<file path="src/hdl/gaes_pkg.sv">
// Shared types and constants for the graph adjacency edge store.
// Used by gaes_ctrl, gaes_datapath and graph_adjacency_edge_store; depends on nothing.
`default_nettype none

package gaes_pkg;

    localparam int MAX_NODES  = 64;
    localparam int MAX_DEGREE = 16;
    localparam int LOG_DEPTH  = 256;

    localparam int NODE_W = 6;
    localparam int SLOT_W = 4;
    localparam int DEG_W  = 5;
    localparam int LOGC_W = 9;
    localparam int LOG_AW = 8;
    localparam int NBR_AW = NODE_W + SLOT_W;

    typedef enum logic [1:0] {
        KIND_ADD     = 2'd0,
        KIND_DELETE  = 2'd1,
        KIND_RESTORE = 2'd2,
        KIND_READ    = 2'd3
    } gaes_kind_t;

    typedef enum logic [2:0] {
        ST_OK         = 3'd0,
        ST_NOT_FOUND  = 3'd1,
        ST_LIST_FULL  = 3'd2,
        ST_LOG_FULL   = 3'd3,
        ST_SLOT_RANGE = 3'd4
    } gaes_status_t;

    typedef struct packed {
        gaes_kind_t          kind;
        logic [NODE_W-1:0]   node_a;
        logic [NODE_W-1:0]   node_b;
        logic [SLOT_W-1:0]   slot;
    } gaes_request_t;

    typedef struct packed {
        gaes_status_t        status;
        logic [DEG_W-1:0]    degree_a;
        logic [DEG_W-1:0]    degree_b;
        logic [NODE_W-1:0]   neighbor;
        logic [LOGC_W-1:0]   removed_count;
    } gaes_result_t;

    typedef enum logic [4:0] {
        S_IDLE,
        S_DECODE,
        S_WAIT,
        S_CAP,
        S_ADD_CHK,
        S_ADD_A,
        S_ADD_B,
        S_SCAN_A,
        S_SCAN_B,
        S_SCAN_C,
        S_NOT_FOUND,
        S_LOG_CHK,
        S_RM_A_RD,
        S_RM_A_WR,
        S_RM_B_RD,
        S_RM_B_WR,
        S_READ_CHK,
        S_READ_DATA,
        S_RS_NEXT,
        S_RS_LOAD,
        S_RS_WAIT,
        S_RS_CAP,
        S_RS_DONE,
        S_FINISH
    } gaes_state_t;

    // Side select: 0 works on node_a's list, 1 on node_b's list.
    localparam logic SEL_A = 1'b0;
    localparam logic SEL_B = 1'b1;

    typedef struct packed {
        logic         load_req;
        logic         load_log;
        logic         restore_ab;
        logic         cap_deg;
        logic         log_rd;
        logic         log_wr;
        logic         log_clear;
        logic         scan_init;
        logic         scan_step;
        logic         rm_rd;
        logic         rm_wr;
        logic         add_wr;
        logic         rd_slot;
        logic         nb_load;
        logic         set_status;
        gaes_status_t status;
        logic         sel;
        logic         finish;
    } gaes_cmd_t;

    typedef struct packed {
        gaes_kind_t   kind;
        logic         self_loop;
        logic         add_ok;
        logic         scan_done;
        logic [1:0]   scan_cnt;
        logic         log_full;
        logic         log_more;
        logic         slot_ok;
    } gaes_stat_t;

endpackage

`default_nettype wire

</file>
<file path="src/hdl/gaes_ctrl.sv">
// Controller state machine of the graph adjacency edge store.
// Depends on gaes_pkg; drives gaes_datapath through command and status structs.
`default_nettype none

module gaes_ctrl
(
    input  wire logic                 clk,
    input  wire logic                 rst_n,
    input  wire logic                 start,
    output logic                      busy,
    input  wire gaes_pkg::gaes_stat_t stat,
    output gaes_pkg::gaes_cmd_t       cmd
);
    import gaes_pkg::*;

    gaes_state_t state_reg;
    gaes_state_t state_next;
    gaes_state_t add_ret;

    always_ff @(posedge clk or negedge rst_n)
    begin
        if (!rst_n)
        begin
            state_reg <= S_IDLE;
        end
        else
        begin
            state_reg <= state_next;
        end
    end

    assign busy    = (state_reg != S_IDLE);
    // An add during restore returns to the replay loop.
    assign add_ret = (stat.kind == KIND_RESTORE) ? S_RS_NEXT : S_FINISH;

    always_comb
    begin
        state_next = state_reg;
        unique case (state_reg)
            S_IDLE:
            begin
                if (start)
                begin
                    state_next = S_DECODE;
                end
            end
            S_DECODE:
            begin
                state_next = (stat.kind == KIND_RESTORE) ? S_RS_NEXT : S_CAP;
            end
            S_WAIT:      state_next = S_CAP;
            S_CAP:
            begin
                unique case (stat.kind)
                    KIND_ADD:     state_next = S_ADD_CHK;
                    KIND_DELETE:  state_next = S_SCAN_A;
                    KIND_RESTORE: state_next = S_FINISH;
                    KIND_READ:    state_next = S_READ_CHK;
                    default:      state_next = S_FINISH;
                endcase
            end
            S_ADD_CHK:   state_next = stat.add_ok ? S_ADD_A : add_ret;
            S_ADD_A:     state_next = S_ADD_B;
            S_ADD_B:     state_next = add_ret;
            S_SCAN_A:
            begin
                if (stat.scan_done)
                begin
                    if (stat.self_loop)
                    begin
                        state_next = (stat.scan_cnt >= 2'd2) ? S_LOG_CHK : S_NOT_FOUND;
                    end
                    else
                    begin
                        state_next = (stat.scan_cnt != 2'd0) ? S_SCAN_B : S_NOT_FOUND;
                    end
                end
            end
            S_SCAN_B:
            begin
                if (stat.scan_done)
                begin
                    state_next = (stat.scan_cnt != 2'd0) ? S_LOG_CHK : S_NOT_FOUND;
                end
            end
            S_SCAN_C:
            begin
                if (stat.scan_done)
                begin
                    state_next = S_RM_B_RD;
                end
            end
            S_NOT_FOUND: state_next = S_FINISH;
            S_LOG_CHK:   state_next = stat.log_full ? S_FINISH : S_RM_A_RD;
            S_RM_A_RD:   state_next = S_RM_A_WR;
            S_RM_A_WR:   state_next = stat.self_loop ? S_SCAN_C : S_RM_B_RD;
            S_RM_B_RD:   state_next = S_RM_B_WR;
            S_RM_B_WR:   state_next = S_FINISH;
            S_READ_CHK:  state_next = stat.slot_ok ? S_READ_DATA : S_FINISH;
            S_READ_DATA: state_next = S_FINISH;
            S_RS_NEXT:   state_next = stat.log_more ? S_RS_LOAD : S_RS_DONE;
            S_RS_LOAD:   state_next = S_RS_WAIT;
            S_RS_WAIT:   state_next = S_RS_CAP;
            S_RS_CAP:    state_next = S_ADD_CHK;
            S_RS_DONE:   state_next = S_WAIT;
            S_FINISH:    state_next = S_IDLE;
            default:     state_next = S_IDLE;
        endcase
    end

    always_comb
    begin
        cmd        = '0;
        cmd.status = ST_OK;
        unique case (state_reg)
            S_IDLE:      cmd.load_req = start;
            S_DECODE:    ;
            S_WAIT:      ;
            S_CAP:
            begin
                cmd.cap_deg   = 1'b1;
                cmd.scan_init = 1'b1;
            end
            S_ADD_CHK:
            begin
                if (!stat.add_ok)
                begin
                    cmd.set_status = 1'b1;
                    cmd.status     = ST_LIST_FULL;
                end
            end
            S_ADD_A:
            begin
                cmd.add_wr = 1'b1;
                cmd.sel    = SEL_A;
            end
            S_ADD_B:
            begin
                cmd.add_wr = 1'b1;
                cmd.sel    = SEL_B;
            end
            S_SCAN_A:
            begin
                cmd.scan_step = 1'b1;
                cmd.sel       = SEL_A;
                cmd.scan_init = stat.scan_done;
            end
            S_SCAN_B, S_SCAN_C:
            begin
                cmd.scan_step = 1'b1;
                cmd.sel       = SEL_B;
            end
            S_NOT_FOUND:
            begin
                cmd.set_status = 1'b1;
                cmd.status     = ST_NOT_FOUND;
            end
            S_LOG_CHK:
            begin
                if (stat.log_full)
                begin
                    cmd.set_status = 1'b1;
                    cmd.status     = ST_LOG_FULL;
                end
                else
                begin
                    cmd.log_wr = 1'b1;
                end
            end
            S_RM_A_RD:
            begin
                cmd.rm_rd = 1'b1;
                cmd.sel   = SEL_A;
            end
            S_RM_A_WR:
            begin
                cmd.rm_wr     = 1'b1;
                cmd.sel       = SEL_A;
                cmd.scan_init = 1'b1;
            end
            S_RM_B_RD:
            begin
                cmd.rm_rd = 1'b1;
                cmd.sel   = SEL_B;
            end
            S_RM_B_WR:
            begin
                cmd.rm_wr = 1'b1;
                cmd.sel   = SEL_B;
            end
            S_READ_CHK:
            begin
                if (stat.slot_ok)
                begin
                    cmd.rd_slot = 1'b1;
                end
                else
                begin
                    cmd.set_status = 1'b1;
                    cmd.status     = ST_SLOT_RANGE;
                end
            end
            S_READ_DATA: cmd.nb_load = 1'b1;
            S_RS_NEXT:   cmd.log_rd = 1'b1;
            S_RS_LOAD:   cmd.load_log = 1'b1;
            S_RS_WAIT:   ;
            S_RS_CAP:    cmd.cap_deg = 1'b1;
            S_RS_DONE:
            begin
                cmd.log_clear  = 1'b1;
                cmd.restore_ab = 1'b1;
            end
            S_FINISH:    cmd.finish = 1'b1;
            default:     ;
        endcase
    end

endmodule

`default_nettype wire

</file>
<file path="config.mk">
export PLATFORM = sky130hd
export DESIGN_NAME = gaes_ctrl
export DESIGN_NICKNAME = d
export VERILOG_FILES = /design/src/hdl/gaes_pkg.sv /design/src/hdl/gaes_ctrl.sv
export SDC_FILE = /design/constraint.sdc
export NUM_CORES = 1
export LEC_CHECK = 0
export ABC_AREA = 0
export ABC_CLOCK_PERIOD_IN_PS = 2050
export BUFFER_PORTS_ARGS = -buffer_cell sky130_fd_sc_hd__buf_2
export CAP_MARGIN = 20
export CORE_ASPECT_RATIO = 2
export CORE_MARGIN = 3
export CORE_UTILIZATION = 23
export DETAILED_ROUTE_END_ITERATION = 10
export PLACE_DENSITY = 0.46
export SLEW_MARGIN = 30
export SYNTH_ARGS = -nofsm -noshare
export SYNTH_HDL_FRONTEND = slang
export SYNTH_SLANG_ARGS = --single-unit
</file>
<file path="constraint.sdc">
create_clock -name clk -period 2.05 [get_ports clk]
set_clock_uncertainty 0.05 [all_clocks]
set_input_delay 0 -clock clk [delete_from_list [all_inputs] [get_ports clk]]
set_output_delay 0 -clock clk [all_outputs]
set_load 0.02 [all_outputs]
</file>
# == After elaboration in Yosys (flattened, before gate mapping) ==
# Cells that the tools add are included.
# classes
n_lt_le_gt_ge,1
reduce_logical,13
n_mux,38
n_eq_ne,30
# op_table
op,count
$pmux W5 S21,1
$eq A5 B4 Y1 const B,8
$eq A5 B5 Y1 const B,8
$mux W5,7
$eq A5 B3 Y1 const B,4
$pmux W5 S4,1
$mux W1,18
$pmux W4 S4,1
$mux W3,4
$mux W4,3
$eq A5 B2 Y1 const B,2
$reduce_or A2 Y1,5
$ne A2 B2 Y1 const B,4
$reduce_or A3 Y1,2
$eq A5 B1 Y1 const B,1
$logic_not A5 Y1,1
$reduce_bool A5 Y1,1
$reduce_or A5 Y1,1
$eq A2 B2 Y1 const B,2
$mux W2,2
$reduce_and A4 Y1,1
$eq A2 B1 Y1 const B,1
$ge A2 B2 Y1 const B,1
$logic_not A2 Y1,1
2 further kinds,2
# totals
regBits,5
output_inout_bits,21
in_bits,13

# == Logic depth before layout (Yosys ltp) ==
# Gate-level depths: netlist (run 1).
# logic_depth
word_depth,5
mapped_depth,8

# == Least setup slack after synthesis (run 1) ==
# OpenSTA, ideal clock, no wires.
# synth_path
path_type,register -> register
start,reg state_reg[2]
end,reg state_reg[2]
path_slack_ps,163
stages_incl_launch_ff,6
required_time_ps,1918
t_arrival_ps,1755
cell_sequence,dfrtp_1 or3b_1 clkbuf_1 nor3_1 nor3_1 a31oi_1
# synth_via
elab_chain_len,3
word_cells_on_any_way,30
# synth_lines
element,line,text
start: declaration,gaes_ctrl.sv:16,gaes_state_t state_reg;
start signal: assignment,gaes_ctrl.sv:28,state_reg <= state_next;
$eq A5 B5 Y1 (tied with other cells),gaes_ctrl.sv:39,unique case (state_reg)
$reduce_or A3 Y1 (no line) or $ne A2 B2 Y1 (tied branches),-,
$pmux W5 S21 or $reduce_and A4 Y1 (tied branches),-,
# Several ways; a longest one is shown, not always the timed one.
# A chain may end at the register's enable or synchronous reset.

==> insert_results.sql, run 1 <==
INSERT INTO impl_metrics (metric_group, metric, value, unit) VALUES
('run_status', 'run_status', 'finished clean', ''),
('grt', 'track_usage', '0.140', ''),
('final_layout', 'finish.instance_area', '1310', 'um^2'),
('final_layout', 'final_cells', '234', ''),
('route', 'detail_route.wirelength.met1', '1260', 'um'),
('timing', 'finalHoldViolCount', '0', ''),
('timing', 'period_utilisation_layout', '0.980', ''),
('route', 'wl_met3', '176', 'um'),
('critical_path', 'slowest_delay', '0.50', 'ns'),
('timing', 'final_max_slew_viol_count', '0', ''),
('pwr', 'part_of_the_power_in_combinational_logic', '0.762', ''),
('clock_network', 'cts_root_buffer', 'sky130_fd_sc_hd__clkbuf_8', ''),
('route', 'drc', '0', ''),
('yosys', 'yosys_most_used_dff', 'sky130_fd_sc_hd__dfrtp_1', ''),
('floorplanning', 'rows', '32', ''),
('route', 'dr_total_vias', '1239', ''),
('grt', 'wire_length_of_the_first_global_routing_pass', '5640', 'um'),
('placed_design', 'detailed_place_hpwl', '2820', 'um'),
('clock_network', 'clkTransAtPathRegs', '0.04', 'ns'),
('final_layout', 'syn2layout_area_growth', '34.9', '%'),
('critical_path', 'worst_setup_path_start_kind', 'flop', ''),
('yosys', 'synthMostInstantiatedCell', 'sky130_fd_sc_hd__nor2_1', ''),
('pwr', 'seq_power_share', '0.148', ''),
('yosys', 'synth_cell_type_count', '42', ''),
('timing', 'setup_viol', '0', ''),
('final_layout', 'antenna_cells', '0', ''),
('pwr', 'power_leakage', '0.609', 'nW'),
('placed_design', 'dp_cells', '229', ''),
('route', 'via_per_inst', '5.29', ''),
('placed_design', 'place_congestion', '0.969', ''),
('critical_path', 'ordered_cell_list_for_the_critical_path', 'buf_4, or3b_1, nor3_1, buf_2', ''),
('critical_path', 'critical_path_arrival', '1.96', 'ns'),
('yosys', 'post_synth_most_frequent_cells', '15 x sky130_fd_sc_hd__nor2_1, 12 x sky130_fd_sc_hd__inv_1, 10 x sky130_fd_sc_hd__a21oi_1, 10 x sky130_fd_sc_hd__o21ai_0', ''),
('placed_design', 'io_buffer_count', '33', ''),
('clock_network', 'post_cts_buffers', '0', ''),
('yosys', 'synth-seq-area-share', '0.129', ''),
('critical_path', 'cp_num_buf_inv', '2', ''),
('yosys', 'synth.cell_area', '968', 'um^2'),
('critical_path', 'worst_path_dominant_cell_family', 'simple AND/OR/NAND/NOR gates', ''),
('grt', 'grt_overflow_total', '0', ''),
('yosys', 'syn_nets', '160', ''),
('critical_path', 'cp_max_fo', '9', ''),
('yosys', 'top_post_synthesis_cells_by_area', 'sky130_fd_sc_hd__dfrtp_1 13%, sky130_fd_sc_hd__nor2_1 5.8%, sky130_fd_sc_hd__a21oi_1 5.2%', ''),
('floorplanning', 'top_level_ports', '34', ''),
('timing', 'max_slew_margin', '0.715', ''),
('final_layout', 'final_core_util', '0.330', ''),
('yosys', 'synth_seq_cells', '5', ''),
('yosys', 'synth.top_cell.area_share', '0.129', ''),
('clock_network', 'cts_tree', 'yes', ''),
('grt', 'first_global_vias', '1254', ''),
('route', 'initial_drc_count', '30', ''),
('pwr', 'power.share.switching', '0.536', ''),
('yosys', 'ys_async_sr_fraction', '1.00', ''),
('final_layout', 'final_layout_size_suffix_gt1_frac', '0.317', ''),
('clock_network', 'cts-root-to-sink-buffers', '2', ''),
('critical_path', 'end_kind', 'output port', ''),
('timing', 'rsz0062_at_grt', 'false', ''),
('clock_network', 'clock_insertion_delay_worst_skew', '0.22', 'ns'),
('final_layout', 'layout.nets', '201', ''),
('critical_path', 'critical_path_slowest_stage_cell', 'sky130_fd_sc_hd__dfrtp_1', ''),
('route', 'detailroute.wirelength.met2', '1860', 'um'),
('timing', 'fin_tns_setup', '0', 'ns'),
('timing', 'max_clock_freq', '498', 'MHz'),
('floorplanning', 'floorplan.die.width', '51.9', 'um'),
('final_layout', 'largest_reg_flops', '5', ''),
('pwr', 'vdd.ir_drop.worst', '0.000426', 'V'),
('floorplanning', 'core_area', '3960', 'um^2'),
('pwr', 'clkPwrFrac', '0.091', ''),
('placed_design', 'placedInstanceArea', '1250', 'um^2'),
('yosys', 'synthDominantAreaCellType', 'sky130_fd_sc_hd__dfrtp_1', ''),
('clock_network', 'number_of_cts_inserted_buffers', '3', '');
-- area by class of cell --
type | count | area, um^2 | area share
tap | 51 | 63.8 | 0.0489
timing repair buffer | 51 | 315 | 0.241
multi-input combinational | 111 | 709 | 0.543
clock buffer | 4 | 45.0 | 0.0345
sequential | 5 | 128 | 0.0977
inverter | 12 | 45.0 | 0.0345
-- per-layer routing --
| layer | vias to the layer above | GRT usage |
|---|---|---|
| met2 | 53 | 0.256 |
| met1 | 564 | 0.138 |
| li1 | 605 | - |
| met5 | - | 0 |
| met4 | 0 | 0.0687 |
| met3 | 17 | 0.0305 |
-- power by group through the flow --
stage / Combinational (mW) / Sequential (mW) / Clock, mW
3_3_place_gp: 1.54 / 0.289 / 0
4_1_cts: 1.54 / 0.291 / 0.187
6_report: 1.55 / 0.300 / 0.184
3_5_place_dp: 1.53 / 0.290 / 0
2_1_floorplan: 1.17 / 0.183 / 0
5_1_grt: 1.68 / 0.311 / 0.198
-- worst register-to-register path, delay by kind of cell, from the launching register on --
kind | cells | cell delay [ns]
AOI/OAI and AO/OA | 4 | 0.89
DFF | 1 | 0.50
buffers and inverters | 1 | 0.21
and+or+nand+nor | 1 | 0.18
-- final timing paths --
| check | from | depth (start not counted) | endpoint |
|---|---|---|---|
| hold / removal | start | 3 | state_reg[3] |
| setup / recovery | state_reg[2] | 4 | cmd[4] |
| setup reg to reg | state_reg[2] | 6 | state_reg[0] |
| max in group asynchronous | rst_n | 2 | state_reg[3] |
| hold reg to reg | state_reg[4] | 2 | state_reg[3] |
| min in group asynchronous | rst_n | 2 | state_reg[2] |
-- cells by family (layout without fill, tap and decap cells) --
kind of cell,after synthesis,after routing,synth area share
AO/OA/AOI/OAI,45,45,0.314
adder cells (fa/ha/maj),4,4,0.0517
XOR/XNOR,1,1,0.00905
AND/OR/NAND/NOR,60,60,0.348
multiplexers,1,1,0.0103
flip-flops,5,5,0.129
buffers and inverters,27,67,0.138
-- cell usage in the layout (no fill, tap or decap), types with 2 or more instances in the layout --
cell type,Yosys,routed
sky130_fd_sc_hd__a22oi_1,3,3
sky130_fd_sc_hd__nand2_1,8,8
sky130_fd_sc_hd__nor3b_1,2,2
sky130_fd_sc_hd__a2111oi_0,3,3
sky130_fd_sc_hd__clkbuf_8,0,3
sky130_fd_sc_hd__o221ai_1,2,2
sky130_fd_sc_hd__dfrtp_2,0,2
sky130_fd_sc_hd__ha_1,4,4
sky130_fd_sc_hd__nand2b_1,7,7
sky130_fd_sc_hd__a21oi_1,10,10
sky130_fd_sc_hd__or3b_1,2,2
sky130_fd_sc_hd__o21ai_0,10,10
sky130_fd_sc_hd__nor4_1,5,5
sky130_fd_sc_hd__dfrtp_1,5,3
sky130_fd_sc_hd__a31oi_1,3,3
sky130_fd_sc_hd__buf_4,4,16
sky130_fd_sc_hd__inv_1,12,12
sky130_fd_sc_hd__buf_2,8,33
sky130_fd_sc_hd__nor2_1,15,15
sky130_fd_sc_hd__nor3_1,6,6
sky130_fd_sc_hd__nand3b_1,2,2
sky130_fd_sc_hd__a211oi_1,6,6
sky130_fd_sc_hd__nor2b_1,3,3
sky130_fd_sc_hd__and3_1,2,2
-- stage by stage --
step           total power, mW  setup slack (ns)
6_report                  2.03            0.0413
4_1_cts                   2.01            0.0371
3_5_place_dp              1.82             0.121
2_1_floorplan             1.35             0.163
3_3_place_gp              1.83             0.102
5_1_grt                   2.19           0.00194
-- timing repair --
item,in CTS,in global routing
endpoints found under the hold margin,5,0
gates resized for setup,0,2
setup endpoints to repair,0,3
hold buffers,1,0
(Power assumes the default switching activity.)
==> run 2: changes to the inputs <==
Settings changed: ABC_AREA 0 to 1, PLACE_DENSITY 0.46 to 0.47.
==> run 2 against run 1 <==
  * Hold slack improved by 0.0028 ns
  * Routed wire length decreased by 5.8%
  * Power decreased by 21%
  * Critical path depth increased by 6
  * Critical path type is now reg2reg
  * Cell area decreased by 12%
  * Synthesized cell count increased by 18%
  * Count of clock-buffer cells in the layout unchanged
  * Non-clock buffer count decreased by 17
==> insert_results.sql, run 2 <==
INSERT INTO impl_metrics (metric_group, metric, value, unit) VALUES
('final_layout', 'largest_reg_flops', '5', ''),
('placed_design', 'dp_cells', '250', ''),
('placed_design', 'place_congestion', '0.883', ''),
('timing', 'worstMarginPinSlew', '0.290', 'ns'),
('grt', 'first_global_vias', '1216', ''),
('pwr', 'pwr_density_cell', '1400', 'nW/um^2'),
('timing', 'period_needed', '1.71', 'ns'),
('yosys', 'synth_seq_cells', '5', ''),
('yosys', 'synth-edff-count', '0', ''),
('final_layout', 'final_cells', '255', ''),
('clock_network', 'clock-sinks', '5', ''),
('floorplanning', 'core_area', '3650', 'um^2'),
('yosys', 'ys_async_sr_fraction', '1.00', ''),
('yosys', 'synth_cell_type_count', '22', ''),
('final_layout', 'final_layout_size_suffix_gt1_frac', '0.228', ''),
('route', 'via_per_inst', '4.60', ''),
('route', 'dr_total_vias', '1174', ''),
('clock_network', 'cts_root_buffer', 'sky130_fd_sc_hd__clkbuf_8', ''),
('final_layout', 'antenna_cells', '0', ''),
('yosys', 'yosys_most_used_dff', 'sky130_fd_sc_hd__dfrtp_1', ''),
('yosys', 'synth-seq-area-share', '0.144', ''),
('critical_path', 'timing.critical_path.required', '2.09', 'ns'),
('floorplanning', 'rows', '31', ''),
('timing', 'max_slew_margin', '0.805', ''),
('floorplanning', 'top_level_ports', '34', ''),
('yosys', 'top_post_synthesis_cells_by_area', 'sky130_fd_sc_hd__nand2_1 27%, sky130_fd_sc_hd__dfrtp_1 14%, sky130_fd_sc_hd__inv_1 12%', ''),
('route', 'drc', '0', ''),
('floorplanning', 'floorplan.die.width', '49.5', 'um'),
('final_layout', 'layout.nets', '224', ''),
('clock_network', 'clock_insertion_delay_worst_skew', '0.22', 'ns'),
('timing', 'rsz0062_at_grt', 'false', ''),
('pwr', 'net-switching-power', '0.957', 'mW'),
('clock_network', 'clkTransAtPathRegs', '0.03', 'ns'),
('final_layout', 'mostFrequentLayoutCell', 'sky130_fd_sc_hd__nand2_1', ''),
('yosys', 'syn_nets', '186', ''),
('critical_path', 'cp_max_fo', '6', ''),
('job', 'maxCapViolations', '0', ''),
('timing', 'final_max_slew_viol_count', '0', ''),
('grt', 'pin_count_of_the_biggest_net_entering_global_routing', '9', ''),
('pwr', 'vdd.ir_drop.worst', '0.000428', 'V'),
('timing', 'finalHoldViolCount', '0', ''),
('yosys', 'postSynthAreaPerCell', '5.15', 'um^2'),
('grt', 'grt_antenna_before_repair', '0', ''),
('placed_design', 'detailed_place_hpwl', '2810', 'um'),
('yosys', 'synth.cell_area', '871', 'um^2'),
('timing', 'setup_viol', '0', ''),
('pwr', 'clkPwrFrac', '0.110', ''),
('floorplanning', 'floorplan.die.height', '93.0', 'um'),
('yosys', 'synth.top_cell.area_share', '0.272', ''),
('yosys', 'synthDominantAreaCellType', 'sky130_fd_sc_hd__nand2_1', ''),
('pwr', 'part_of_the_power_in_combinational_logic', '0.737', ''),
('route', 'initial_drc_count', '27', ''),
('critical_path', 'end_kind', 'flop', ''),
('route', 'detail_route.first_pass.iterations', '5', ''),
('clock_network', 'cts-root-to-sink-buffers', '2', ''),
('grt', 'track_usage', '0.150', ''),
('floorplanning', 'dieArea', '4610', 'um^2'),
('route', 'totalWireLength', '3240', 'um'),
('critical_path', 'worst_setup_path_start_kind', 'flop', ''),
('final_layout', 'syn2layout_area_growth', '31.5', '%'),
('critical_path', 'critical_path_arrival', '1.75', 'ns'),
('run_status', 'run_status', 'finished clean', ''),
('grt', 'wire_length_of_the_first_global_routing_pass', '5360', 'um'),
('critical_path', 'kind_of_critical_path', 'reg2reg', ''),
('clock_network', 'cts_tree', 'yes', ''),
('placed_design', 'io_buffer_count', '33', ''),
('grt', 'grt_overflow_total', '0', ''),
('pwr', 'seq_power_share', '0.153', ''),
('timing', 'whs', '0.0526', 'ns'),
('hold_path', 'hold_path.class', 'in2reg', ''),
('pwr', 'p_int', '0.643', 'mW'),
('clock_network', 'number_of_cts_inserted_buffers', '3', ''),
('yosys', 'syn-instance-count', '169', ''),
('final_layout', 'highest_count_cells_in_the_layout_ignoring_fill_and_taps', '63 x sky130_fd_sc_hd__nand2_1, 33 x sky130_fd_sc_hd__buf_2, 28 x sky130_fd_sc_hd__inv_1, 28 x sky130_fd_sc_hd__nor2_1, 12 x sky130_fd_sc_hd__nand3_1', ''),
('timing', 'period_utilisation_layout', '0.834', ''),
('pwr', 'power.share.switching', '0.598', ''),
('floorplanning', 'start_util', '0.239', ''),
('pwr', 'totalPowerFinal', '1.60', 'mW'),
('timing', 'fin_tns_setup', '0', 'ns'),
('timing', 'max_clock_freq', '585', 'MHz'),
('clock_network', 'htreeDepth', '1', ''),
('yosys', 'synthMostInstantiatedCell', 'sky130_fd_sc_hd__nand2_1', ''),
('yosys', 'post_synth_most_frequent_cells', '63 x sky130_fd_sc_hd__nand2_1, 28 x sky130_fd_sc_hd__inv_1, 28 x sky130_fd_sc_hd__nor2_1', ''),
('yosys', 'ys.warnings.count', '0', ''),
('route', 'routedWlPerCell', '12.7', 'um'),
('pwr', 'power_leakage', '0.796', 'nW'),
('route', 'postRouteAntennaNets', '0', '');
-- run 2: worst paths after layout --
kind / start / cells past startpoint / slack [ns] / to
max reg2reg: state_reg[4] / 10 / 0.34 / state_reg[3]
max in group asynchronous: rst_n / 2 / 1.75 / state_reg[3]
min: start / 4 / 0.05 / state_reg[0]
max: state_reg[4] / 10 / 0.34 / state_reg[3]
min reg2reg: state_reg[0] / 2 / 0.56 / state_reg[0]
min in group asynchronous: rst_n / 2 / 0.07 / state_reg[2]
-- run 2: power by group through the flow --
stage	clock network, mW	logic, mW	registers [mW]
6_report	0.176	1.18	0.244
5_1_grt	0.191	1.34	0.251
4_1_cts	0.179	1.18	0.242
3_5_place_dp	0	1.17	0.243
3_3_place_gp	0	1.18	0.245
2_1_floorplan	0	0.837	0.222
-- run 2: logic make-up (layout without fill, tap and decap cells) --
| logic type | Yosys count | after routing | share of synthesized area |
|---|---|---|---|
| flip-flops | 5 | 5 | 0.144 |
| adder cells (fa/ha/maj) | 4 | 4 | 0.0575 |
| buffers and inverters | 32 | 69 | 0.142 |
| AND/OR/NAND/NOR | 117 | 117 | 0.575 |
| AO/OA/AOI/OAI | 11 | 11 | 0.0819 |
-- run 2: critical path, stage by stage, from the launching register on --
cell and delay (ns):
sky130_fd_sc_hd__dfrtp_1 0.47, sky130_fd_sc_hd__inv_2 0.15, sky130_fd_sc_hd__nand2_1 0.07, sky130_fd_sc_hd__nor2_2 0.16, sky130_fd_sc_hd__nand2_1 0.19, sky130_fd_sc_hd__nand2_2 0.13
sky130_fd_sc_hd__nand2_1 0.06, sky130_fd_sc_hd__o21ai_2 0.08, sky130_fd_sc_hd__inv_2 0.07, sky130_fd_sc_hd__o31ai_1 0.06, sky130_fd_sc_hd__o21ai_1 0.09
-- run 2: per-layer routing --
layer,up-vias,global-route usage,part of all wire
met4,0,0.111,0.069
met2,49,0.286,0.54
met1,506,0.137,0.34
met3,20,0.0223,0.048
met5,-,0,0
li1,599,-,-
-- run 2: cell type report --
cell class | instances | area, um^2
Tap cell | 49 | 61.3
Multi-Input combinational cell | 132 | 622
Clock buffer | 4 | 45.0
Inverter | 31 | 116
Fill cell | 462 | 2500
Timing Repair Buffer | 34 | 175
Sequential cell | 5 | 125
-- run 2: what timing repair did --
action | in CTS | in global routing
hold buffers | 1 | 0
endpoints found under the hold margin | 5 | 0
buffers inserted | 0 | 0
gates resized for setup | 0 | 0
endpoints found under the setup margin | 0 | 0
-- run 2: stage by stage --
stage	util	setup WS, ns	cell area, um^2
floorplan	-	0.531	871
finish	0.314	0.340	1140
global route	0.314	0.134	1140
detailed placement	0.299	0.346	1090
global placement	0.299	0.333	1090
CTS	0.314	0.343	1140
==> run 3: changes to the inputs <==
Settings changed: ABC_CLOCK_PERIOD_IN_PS 2050 to 1520, PLACE_DENSITY 0.47 to 0.48.
Clock period 2.05 ns to 1.52 ns, I/O delays scaled along.
==> run 3 against run 2 <==
  * The flow now finishes with violations (negative setup slack)
  * Critical path type is now reg2out
  * Count of clock-buffer cells in the layout unchanged
  * Highest routed layer unchanged
  * Via count up 13%
  * First-iteration DRC count down 19%
==> insert_results.sql, run 3 (synthesis gave the netlist of run 2 again) <==
INSERT INTO impl_metrics (metric_group, metric, value, unit) VALUES
('floorplanning', 'floorplan.die.width', '49.5', 'um'),
('timing', 'finalHoldViolCount', '0', ''),
('job', 'maxCapViolations', '0', ''),
('timing', 'rsz0062_at_grt', 'true', ''),
('critical_path', 'worst_path_most_repeated_cell', 'sky130_fd_sc_hd__buf_4', ''),
('grt', 'wire_length_of_the_first_global_routing_pass', '5690', 'um'),
('route', 'detail_route.first_pass.iterations', '4', ''),
('route', 'detailroute.wirelength.met2', '2130', 'um'),
('route', 'drc', '0', ''),
('final_layout', 'final-seq-area', '131', 'um^2'),
('route', 'detail_route.wirelength.met1', '1260', 'um'),
('placed_design', 'detailed_place_hpwl', '3050', 'um'),
('pwr', 'totalPowerFinal', '3.38', 'mW'),
('timing', 'final.setup.worst_slack', '-0.0580', 'ns'),
('clock_network', 'htreeDepth', '1', ''),
('final_layout', 'final_cells', '301', ''),
('grt', 'track_usage', '0.161', ''),
('placed_design', 'place_congestion', '0.883', ''),
('timing', 'setup_viol', '4', ''),
('grt', 'grt_antenna_before_repair', '0', ''),
('pwr', 'vdd.ir_drop.worst', '0.000804', 'V'),
('placed_design', 'dp_cells', '287', ''),
('final_layout', 'mostFrequentLayoutCell', 'sky130_fd_sc_hd__buf_4', ''),
('run_status', 'run_status', 'complete, but fails checks', ''),
('floorplanning', 'start_util', '0.239', ''),
('critical_path', 'cp_num_buf_inv', '4', ''),
('critical_path', 'worst_path_dominant_cell_family', 'simple AND/OR/NAND/NOR gates', ''),
('route', 'dr.max_layer_used', 'met4', ''),
('timing', 'max_slew_margin', '0.835', ''),
('floorplanning', 'floorplan.die.height', '93.0', 'um'),
('clock_network', 'clkTransAtPathRegs', '0.04', 'ns'),
('critical_path', 'cp_max_fo', '5', ''),
('critical_path', 'slowest_delay', '0.45', 'ns'),
('timing', 'period_utilisation_layout', '1.04', ''),
('clock_network', 'cts_tree', 'yes', ''),
('critical_path', 'critical_path.reg2reg.startpoint', 'state_reg[4]', ''),
('route', 'postRouteAntennaNets', '0', ''),
('pwr', 'pwr_density_cell', '1910', 'nW/um^2'),
('final_layout', 'final_layout_size_suffix_gt1_frac', '0.560', ''),
('route', 'via_per_inst', '4.42', ''),
('final_layout', 'layout.nets', '270', ''),
('timing', 'worstMarginPinSlew', '0.247', 'ns'),
('grt', 'grt_overflow_total', '0', ''),
('timing', 'final_max_slew_viol_count', '0', ''),
('final_layout', 'highest_count_cells_in_the_layout_ignoring_fill_and_taps', '50 x sky130_fd_sc_hd__buf_4, 38 x sky130_fd_sc_hd__nand2_1, 23 x sky130_fd_sc_hd__inv_1, 22 x sky130_fd_sc_hd__nand2_2, 19 x sky130_fd_sc_hd__nor2_1', ''),
('final_layout', 'largest_reg_flops', '5', ''),
('floorplanning', 'core_area', '3650', 'um^2'),
('clock_network', 'cts-root-to-sink-buffers', '2', ''),
('final_layout', 'final_core_util', '0.485', ''),
('critical_path', 'end_kind', 'output port', ''),
('critical_path', 'critical_path_slowest_stage_cell', 'sky130_fd_sc_hd__dfrtp_2', ''),
('grt', 'pin_count_of_the_biggest_net_entering_global_routing', '7', ''),
('route', 'routedWlPerCell', '12.2', 'um'),
('hold_path', 'hold_path.class', 'in2reg', ''),
('clock_network', 'clock_insertion_delay_worst_skew', '0.22', 'ns'),
('critical_path', 'worst_setup_path_start_kind', 'flop', ''),
('critical_path', 'ordered_cell_list_for_the_critical_path', 'inv_4, nand3_1, nor2_2, buf_4, inv_1, nand4_1, buf_4', ''),
('route', 'wl_met3', '97', 'um'),
('final_layout', 'syn2layout_area_growth', '103', '%'),
('grt', 'first_global_vias', '1327', ''),
('critical_path', 'kind_of_critical_path', 'reg2out', ''),
('floorplanning', 'dieArea', '4610', 'um^2'),
('timing', 'period_needed', '1.58', 'ns'),
('pwr', 'power_leakage', '1.06', 'nW'),
('route', 'dr_total_vias', '1331', ''),
('critical_path', 'timing.critical_path.required', '1.47', 'ns'),
('final_layout', 'fillCellCount', '410', ''),
('route', 'totalWireLength', '3670', 'um'),
('clock_network', 'clock-sinks', '5', ''),
('critical_path', 'critical_path_arrival', '1.53', 'ns'),
('floorplanning', 'top_level_ports', '34', ''),
('final_layout', 'antenna_cells', '0', ''),
('run_status', 'violations', 'negative setup slack', ''),
('floorplanning', 'rows', '31', ''),
('clock_network', 'cts_root_buffer', 'sky130_fd_sc_hd__clkbuf_8', ''),
('route', 'initial_drc_count', '22', ''),
('clock_network', 'number_of_cts_inserted_buffers', '3', ''),
('hold_path', 'worstHoldStart', 'start', ''),
('timing', 'whs', '0.0468', 'ns'),
('final_layout', 'multi_input_area', '793', 'um^2'),
('critical_path', 'worst_setup_path_startpoint', 'state_reg[4]', ''),
('placed_design', 'io_buffer_count', '33', ''),
('timing', 'max_clock_freq', '634', 'MHz');
==> run 3: metal layers <==
| metal | GRT usage | vias up |
|---|---|---|
| met3 | 0.0159 | 14 |
| met4 | 0.0947 | 0 |
| met1 | 0.149 | 593 |
| met5 | 0 | - |
| li1 | - | 691 |
| met2 | 0.325 | 33 |
==> run 3: worst paths after layout <==
kind / endpoint / slack, ns / depth (start not counted)
setup reg to reg: state_reg[1] / 0.01 / 11
setup / recovery: cmd[5] / -0.06 / 7
hold reg to reg: state_reg[0] / 0.68 / 3
max in group asynchronous: state_reg[3] / 1.20 / 2
min in group asynchronous: state_reg[1] / 0.07 / 2
hold / removal: state_reg[0] / 0.05 / 4
==> run 3: worst min-delay path: cells and delay by family <==
| family | cells | cell delay (ns) |
|---|---|---|
| buffers and inverters | 1 | 0.11 |
| and+or+nand+nor | 2 | 0.09 |
| AOI/OAI and AO/OA | 1 | 0.07 |
==> run 3: cell type report <==
cell class / count / share of cell area
Clock buffer: 4 / 0.0255
Timing Repair Buffer: 80 / 0.348
Multi-Input combinational cell: 132 / 0.449
Sequential cell: 5 / 0.0744
Inverter: 31 / 0.0687
Tap cell: 49 / 0.0347
==> run 3: through the flow <==
step	cell area, um^2	setup WS (ns)	TNS (ns)
after floorplan	871	0.00122	0
after global placement	1380	-0.174	-0.611
after detailed placement	1380	-0.174	-0.585
after CTS	1570	-0.0394	-0.120
after global routing	1770	-0.115	-0.997
final	1770	-0.0580	-0.120
==> run 3: timing repair <==
item / 4_1_cts / 5_1_grt
endpoints found under the hold margin: 5 / 0
pin swaps: 16 / 8
endpoints found under the setup margin: 20 / 22
buffers inserted: 5 / 4
gates resized for setup: 36 / 54
hold buffers: 1 / 0
==> run 3: power by group <==
part	total [mW]	switching [mW]	leakage, nW	internal, mW
Clock	0.247	0.0670	0.0228	0.180
Sequential	0.369	0.147	0.0563	0.222
Combinational	2.76	1.51	0.977	1.25
Total	3.38	1.72	1.06	1.66
